$ cat src/rtl/core/sst_pkg.sv
// ----------------------------------------------------------------------------
// Space-saving top-k table package
// Shared payload types, the carry record that runs along the cell chain and
// the write bus from the controller back into the cells.
// ----------------------------------------------------------------------------
package sst_pkg;

  // Widest slot index for the largest supported table (65536 slots).
  localparam int unsigned IdxW = 16;
  // Widest occupancy count for the largest supported table.
  localparam int unsigned OccW = 17;
  localparam logic [31:0] CntMax = 32'hFFFF_FFFF;

  // Operation codes of an input beat.
  localparam logic OpUpdate = 1'b0;
  localparam logic OpRead   = 1'b1;

  typedef struct packed {
    logic        op;
    logic [31:0] flow_id;
    logic [31:0] element_id;
    logic [7:0]  slot_index;
  } in_t;

  typedef struct packed {
    logic [7:0]  slot;
    logic [31:0] key_flow_id;
    logic [31:0] key_element_id;
    logic [31:0] count;
    logic        hit;
    logic        evicted;
    logic [31:0] evicted_flow_id;
    logic [31:0] evicted_element_id;
    logic [31:0] evicted_count;
    logic        entry_valid;
  } out_t;

  // Search record handed from cell to cell, one cell per cycle.
  typedef struct packed {
    logic            valid;
    logic            found;
    logic [IdxW-1:0] fidx;
    logic [63:0]     fkey;
    logic [31:0]     fcnt;
    logic            have;
    logic [IdxW-1:0] midx;
    logic [63:0]     mkey;
    logic [31:0]     mcnt;
  } carry_t;

  // Write of one entry, broadcast to all cells.
  typedef struct packed {
    logic            en;
    logic [IdxW-1:0] idx;
    logic [63:0]     key;
    logic [31:0]     cnt;
  } wr_t;

  function automatic logic [31:0] sat_inc(input logic [31:0] v);
    sat_inc = (v == CntMax) ? v : v + 32'd1;
  endfunction

endpackage

$ cat src/rtl/core/sst_cell.sv
// ----------------------------------------------------------------------------
// Space-saving table cell
// Holds one entry, folds it into the passing search record and registers the
// record for the next cell.
// ----------------------------------------------------------------------------
module sst_cell #(
  parameter int Idx = 0
) (
  input  logic                     clk_i,
  input  logic                     rst_ni,
  input  sst_pkg::carry_t          carry_i,
  input  logic                     op_i,
  input  logic [63:0]              key_i,
  input  logic [7:0]               sidx_i,
  input  logic [sst_pkg::OccW-1:0] occ_i,
  input  sst_pkg::wr_t             wr_i,
  output sst_pkg::carry_t          carry_o
);
  import sst_pkg::*;

  logic [63:0] key_q;
  logic [31:0] cnt_q;
  carry_t      carry_d, carry_q;
  logic        occupied, match;

  assign occupied = int'(occ_i) > Idx;
  assign match    = (op_i == OpRead) ? (int'(sidx_i) == Idx)
                                     : (occupied && (key_q == key_i));

  // Fold this entry into the record: first match wins, strict minimum keeps
  // the lowest slot on a tie.
  always_comb begin
    carry_d = carry_i;
    if (!carry_i.found && match) begin
      carry_d.found = 1'b1;
      carry_d.fidx  = IdxW'(Idx);
      carry_d.fkey  = key_q;
      carry_d.fcnt  = cnt_q;
    end
    if ((op_i == OpUpdate) && occupied && (!carry_i.have || (cnt_q < carry_i.mcnt))) begin
      carry_d.have = 1'b1;
      carry_d.midx = IdxW'(Idx);
      carry_d.mkey = key_q;
      carry_d.mcnt = cnt_q;
    end
  end

  // Hand the record on to the next cell.
  always_ff @(posedge clk_i or negedge rst_ni) begin
    if (!rst_ni) begin
      carry_q <= '0;
    end else begin
      carry_q <= carry_d;
    end
  end

  // Entry storage, written from the controller's broadcast bus.
  always_ff @(posedge clk_i) begin
    if (wr_i.en && (int'(wr_i.idx) == Idx)) begin
      key_q <= wr_i.key;
      cnt_q <= wr_i.cnt;
    end
  end

  assign carry_o = carry_q;

endmodule

$ cat config.mk
export PLATFORM = sky130hd
export DESIGN_NAME = sst_cell
export DESIGN_NICKNAME = d
export VERILOG_FILES = /design/src/rtl/core/sst_pkg.sv /design/src/rtl/core/sst_cell.sv
export SDC_FILE = /design/constraint.sdc
export NUM_CORES = 1
export LEC_CHECK = 0
export BUFFER_PORTS_ARGS = -buffer_cell sky130_fd_sc_hd__buf_2
export CAP_MARGIN = 20
export CORE_AREA = 8 8 248 250
export CTS_CLUSTER_SIZE = 24
export DETAILED_ROUTE_END_ITERATION = 16
export DIE_AREA = 0 0 256 258
export SLEW_MARGIN = 20
export SYNTH_ARGS = -nofsm -noshare
export SYNTH_HDL_FRONTEND = slang
export SYNTH_SLANG_ARGS = --single-unit
$ cat constraint.sdc
create_clock -name clk_i -period 3.1 [get_ports clk_i]
set_input_delay 0.62 -clock clk_i [delete_from_list [all_inputs] [get_ports clk_i]]
set_output_delay 0.62 -clock clk_i [all_outputs]
set_load 0.02 [all_outputs]
==> metrics.txt <==
most frequent standard cell in the layout excluding fill and tap cells=sky130_fd_sc_hd__buf_2; peak per-stage delay on the critical path=580 ps; required time reported for the critical path endpoint=3490 ps; power share of the combinational group=15.9%; unrepaired setup endpoints after global routing=false; mean post-synth cell area=9.958 um2; count of TritonRoute iterations in the first routing pass=5; Final Max Tran Viols=0; most frequent cell on the critical path=sky130_fd_sc_hd__buf_4; Post-Synthesis Cells=1779; largest fanout of any net on the critical path=23; std cell rows=88; Wirelength per Cell=24.31 um; worst r2r path cells=9; EDFF count, synth=96; clock tree from TritonCTS=built; clock root buffer=sky130_fd_sc_hd__clkbuf_16; vias=17641; number of setup buffers added after CTS=0; first-pass GRT wire length=116800 um; Sequential Area=8563 um2; sequential-to-total area share from yosys stat=48.34%; critical path arrival=3310 ps; leakage power figure=0.01038 uW; final hold violations=0; Critical R2R Launch=key_q[63]; power share of the sequential group=42.2%; number of cells upsized or downsized after cts=0; hpwl dp=59500 um; setup skew after layout=27.14 ps; global placer's final weighted congestion=0.8803; worst slew margin relative to its limit=31.40%; total routed wirelength=78200 um; Main synth FF type=sky130_fd_sc_hd__dfrtp_1; H-Tree Level Count=2; post-route worst hold slack=100.6 ps; Buf/Inv on CP=3; maximum buffer depth of the clock tree=3; largest voltage drop on the vdd net=0.3716 mV; pin count of the biggest net entering global routing=224; path class of the lowest-slack min-delay path=input port to async pin; synthesized netlist net count=2242; Std-Cell Core Area=57370 um2; Top delay family on crit path=simple AND/OR/NAND/NOR gates; transition time at the pin with the least slew margin=1029 ps; number of nets with antenna violations after routing=0; relative area change from synthesis to final layout=33.89%; switching portion of total power=27.27%; number of global-route vias before repair=18277; commonest cells after routing, fill and taps aside=656 x sky130_fd_sc_hd__buf_2, 227 x sky130_fd_sc_hd__dfrtp_1, 196 x sky130_fd_sc_hd__nand3_1; clock network latency to the later pin of the worst-skew pair=550 ps; kind of end point of the critical path=flop; DRC viols=0; fraction of final layout cells sized beyond drive strength 1=35.36%; width of the chip=256 um; power density over the cells=468.2 nW/um2; max-cap check violation count=0; placement-stage cell area=22420 um2; highest-delay cell along the critical path=sky130_fd_sc_hd__edfxtp_1; register bit total from synthesis=323; I/O pin count=659; share of synthesized flip-flops with an asynchronous set or reset=70.28%; count of input and output buffers=658; Synth cell types=51; Vias/cell=5.485; post-route fraction of the period consumed by the critical path=94.09%; setup slack, reg-to-reg=180 ps; total number of clock tree sinks=323; cells along the critical path=xor2_1 > nor4_1 > buf_4 > nand4_1 > nor4_4 > buf_12 > buf_4 > or3_1 > o2111ai_1; multi-input gate area in the final layout=7943 um2; Vert. Die Dim=258 um; Final #Nets=2870; Worst R2R End=carry_o[115]; Crit path depth=9; post-route cell area=23720 um2; Worst Setup Path Type=flop to flop; Pint=8077 uW; clock transition at the register clock pins on the worst setup and hold paths after CTS=60 ps; post-cts hold buffer count=0; initial antenna violation count=22; proportion of power drawn by the clock network=41.9%; number of filler instances in the final layout=5664; Setup violations, final=0; Worst Setup Start Kind=flop; die outline area=66050 um2; final period demand of the worst path=2917 ps; share of the core filled with cells=41.35%; drt initial violations=1380; outcome=completed; Synth Warn #=0; total global-route track usage=22.62%; switching power=3028 uW; initial core utilization=30.88%; total negative slack=0 ps; cell area after synthesis=17710 um2; Max Clock Freq=0.3428 GHz; leftover overflow at the end of global routing=0; number of clock buffers inserted by TritonCTS=38
layout make-up:
type / count / share of cell area, %
sequential: 323 / 36.10
clock buffer: 49 / 4.357
multi-input combinational: 1152 / 33.49
timing repair buffer: 758 / 18.75
antenna: 16 / 0.1688
tap: 765 / 4.036
inverter: 134 / 2.131
clock inverter: 19 / 0.9601
cell families (layout without fill, tap and decap cells):
group                      after synthesis  after routing  synth area share [%]
AOI/OAI and AO/OA                      325            325                 16.06
xor gates and xnor gates                56             56                 2.769
adders and majority gates               31             31                 2.190
buffers and inverters                  304            960                 7.409
DFF                                    323            323                 48.34
other                                    0             16                     0
and+or+nand+nor                        740            740                 23.23
worst max-delay path by stage:
stage                   start            to  slack (ps)
finish              key_q[63]  carry_o[115]         180
global route        key_q[63]  carry_o[117]          10
CTS                 key_q[63]  carry_o[115]         110
detailed placement   key_i[2]  carry_o[147]          20
global placement     key_i[2]  carry_o[154]          20
floorplan           wr_i[100]      cnt_q[0]       -1410
registers in the layout, indices dropped and copies added, names as in the netlist:
name / flops
cnt_q: 32
key_q: 64
carry_o: 227
power groups by stage:
stage	clock (uW)	sequential [uW]	combinational (uW)
global route	4920	4700	1910
global placement	0	4760	1730
CTS	4790	4680	1780
floorplan	0	4990	633
detailed placement	0	4760	1770
finish	4660	4680	1760
metal layers:
layer / routed length (um) / vias to the layer above / part of all wire (%) / GRT usage (%)
met4: 2562 / 14 / 3.3 / 8.295
li1: - / 7969 / - / -
met1: 30630 / 8640 / 39 / 27.37
met2: 38840 / 865 / 50 / 39.01
met3: 6067 / 153 / 7.8 / 5.335
met5: 104 / - / 0.13 / 0
Yosys cell counts, types with 4 or more instances:
| library cell | number | share of area, % |
|---|---|---|
| sky130_fd_sc_hd__edfxtp_1 | 96 | 16 |
| sky130_fd_sc_hd__and2_1 | 16 | 0.57 |
| sky130_fd_sc_hd__nor2_1 | 6 | 0.13 |
| sky130_fd_sc_hd__o221a_2 | 31 | 2.0 |
| sky130_fd_sc_hd__xnor2_1 | 22 | 1.1 |
| sky130_fd_sc_hd__o211ai_1 | 96 | 4.1 |
| sky130_fd_sc_hd__and3_1 | 17 | 0.60 |
| sky130_fd_sc_hd__buf_4 | 5 | 0.21 |
| sky130_fd_sc_hd__nand2b_1 | 6 | 0.21 |
| sky130_fd_sc_hd__o21ai_0 | 5 | 0.14 |
| sky130_fd_sc_hd__nand2_1 | 166 | 3.5 |
| sky130_fd_sc_hd__buf_2 | 38 | 1.1 |
| sky130_fd_sc_hd__nand3b_1 | 94 | 4.0 |
| sky130_fd_sc_hd__clkbuf_1 | 86 | 1.8 |
| sky130_fd_sc_hd__nand3_1 | 196 | 5.5 |
| sky130_fd_sc_hd__ha_1 | 31 | 2.2 |
| sky130_fd_sc_hd__inv_1 | 133 | 2.8 |
| sky130_fd_sc_hd__o2111ai_1 | 96 | 4.7 |
| sky130_fd_sc_hd__or4_1 | 4 | 0.17 |
| sky130_fd_sc_hd__nor4_1 | 14 | 0.49 |
| sky130_fd_sc_hd__o211a_1 | 65 | 3.7 |
| sky130_fd_sc_hd__dfrtp_1 | 227 | 32 |
| sky130_fd_sc_hd__or3_1 | 99 | 3.5 |
| sky130_fd_sc_hd__a21oi_1 | 11 | 0.31 |
| sky130_fd_sc_hd__buf_6 | 14 | 0.89 |
| sky130_fd_sc_hd__nand4_1 | 111 | 3.9 |
| sky130_fd_sc_hd__buf_1 | 27 | 0.57 |
| sky130_fd_sc_hd__xor2_1 | 34 | 1.7 |
per-stage QoR:
step	setup WS, ps	instances	power, uW
global placement	16.75	3132	6497
finish	183.3	3216	11110
floorplan	-1407	1779	5624
global route	11.66	3210	11530
CTS	109.6	3200	11250
detailed placement	23.17	3132	6529
Note: power is estimated with default switching activity, not from simulation.
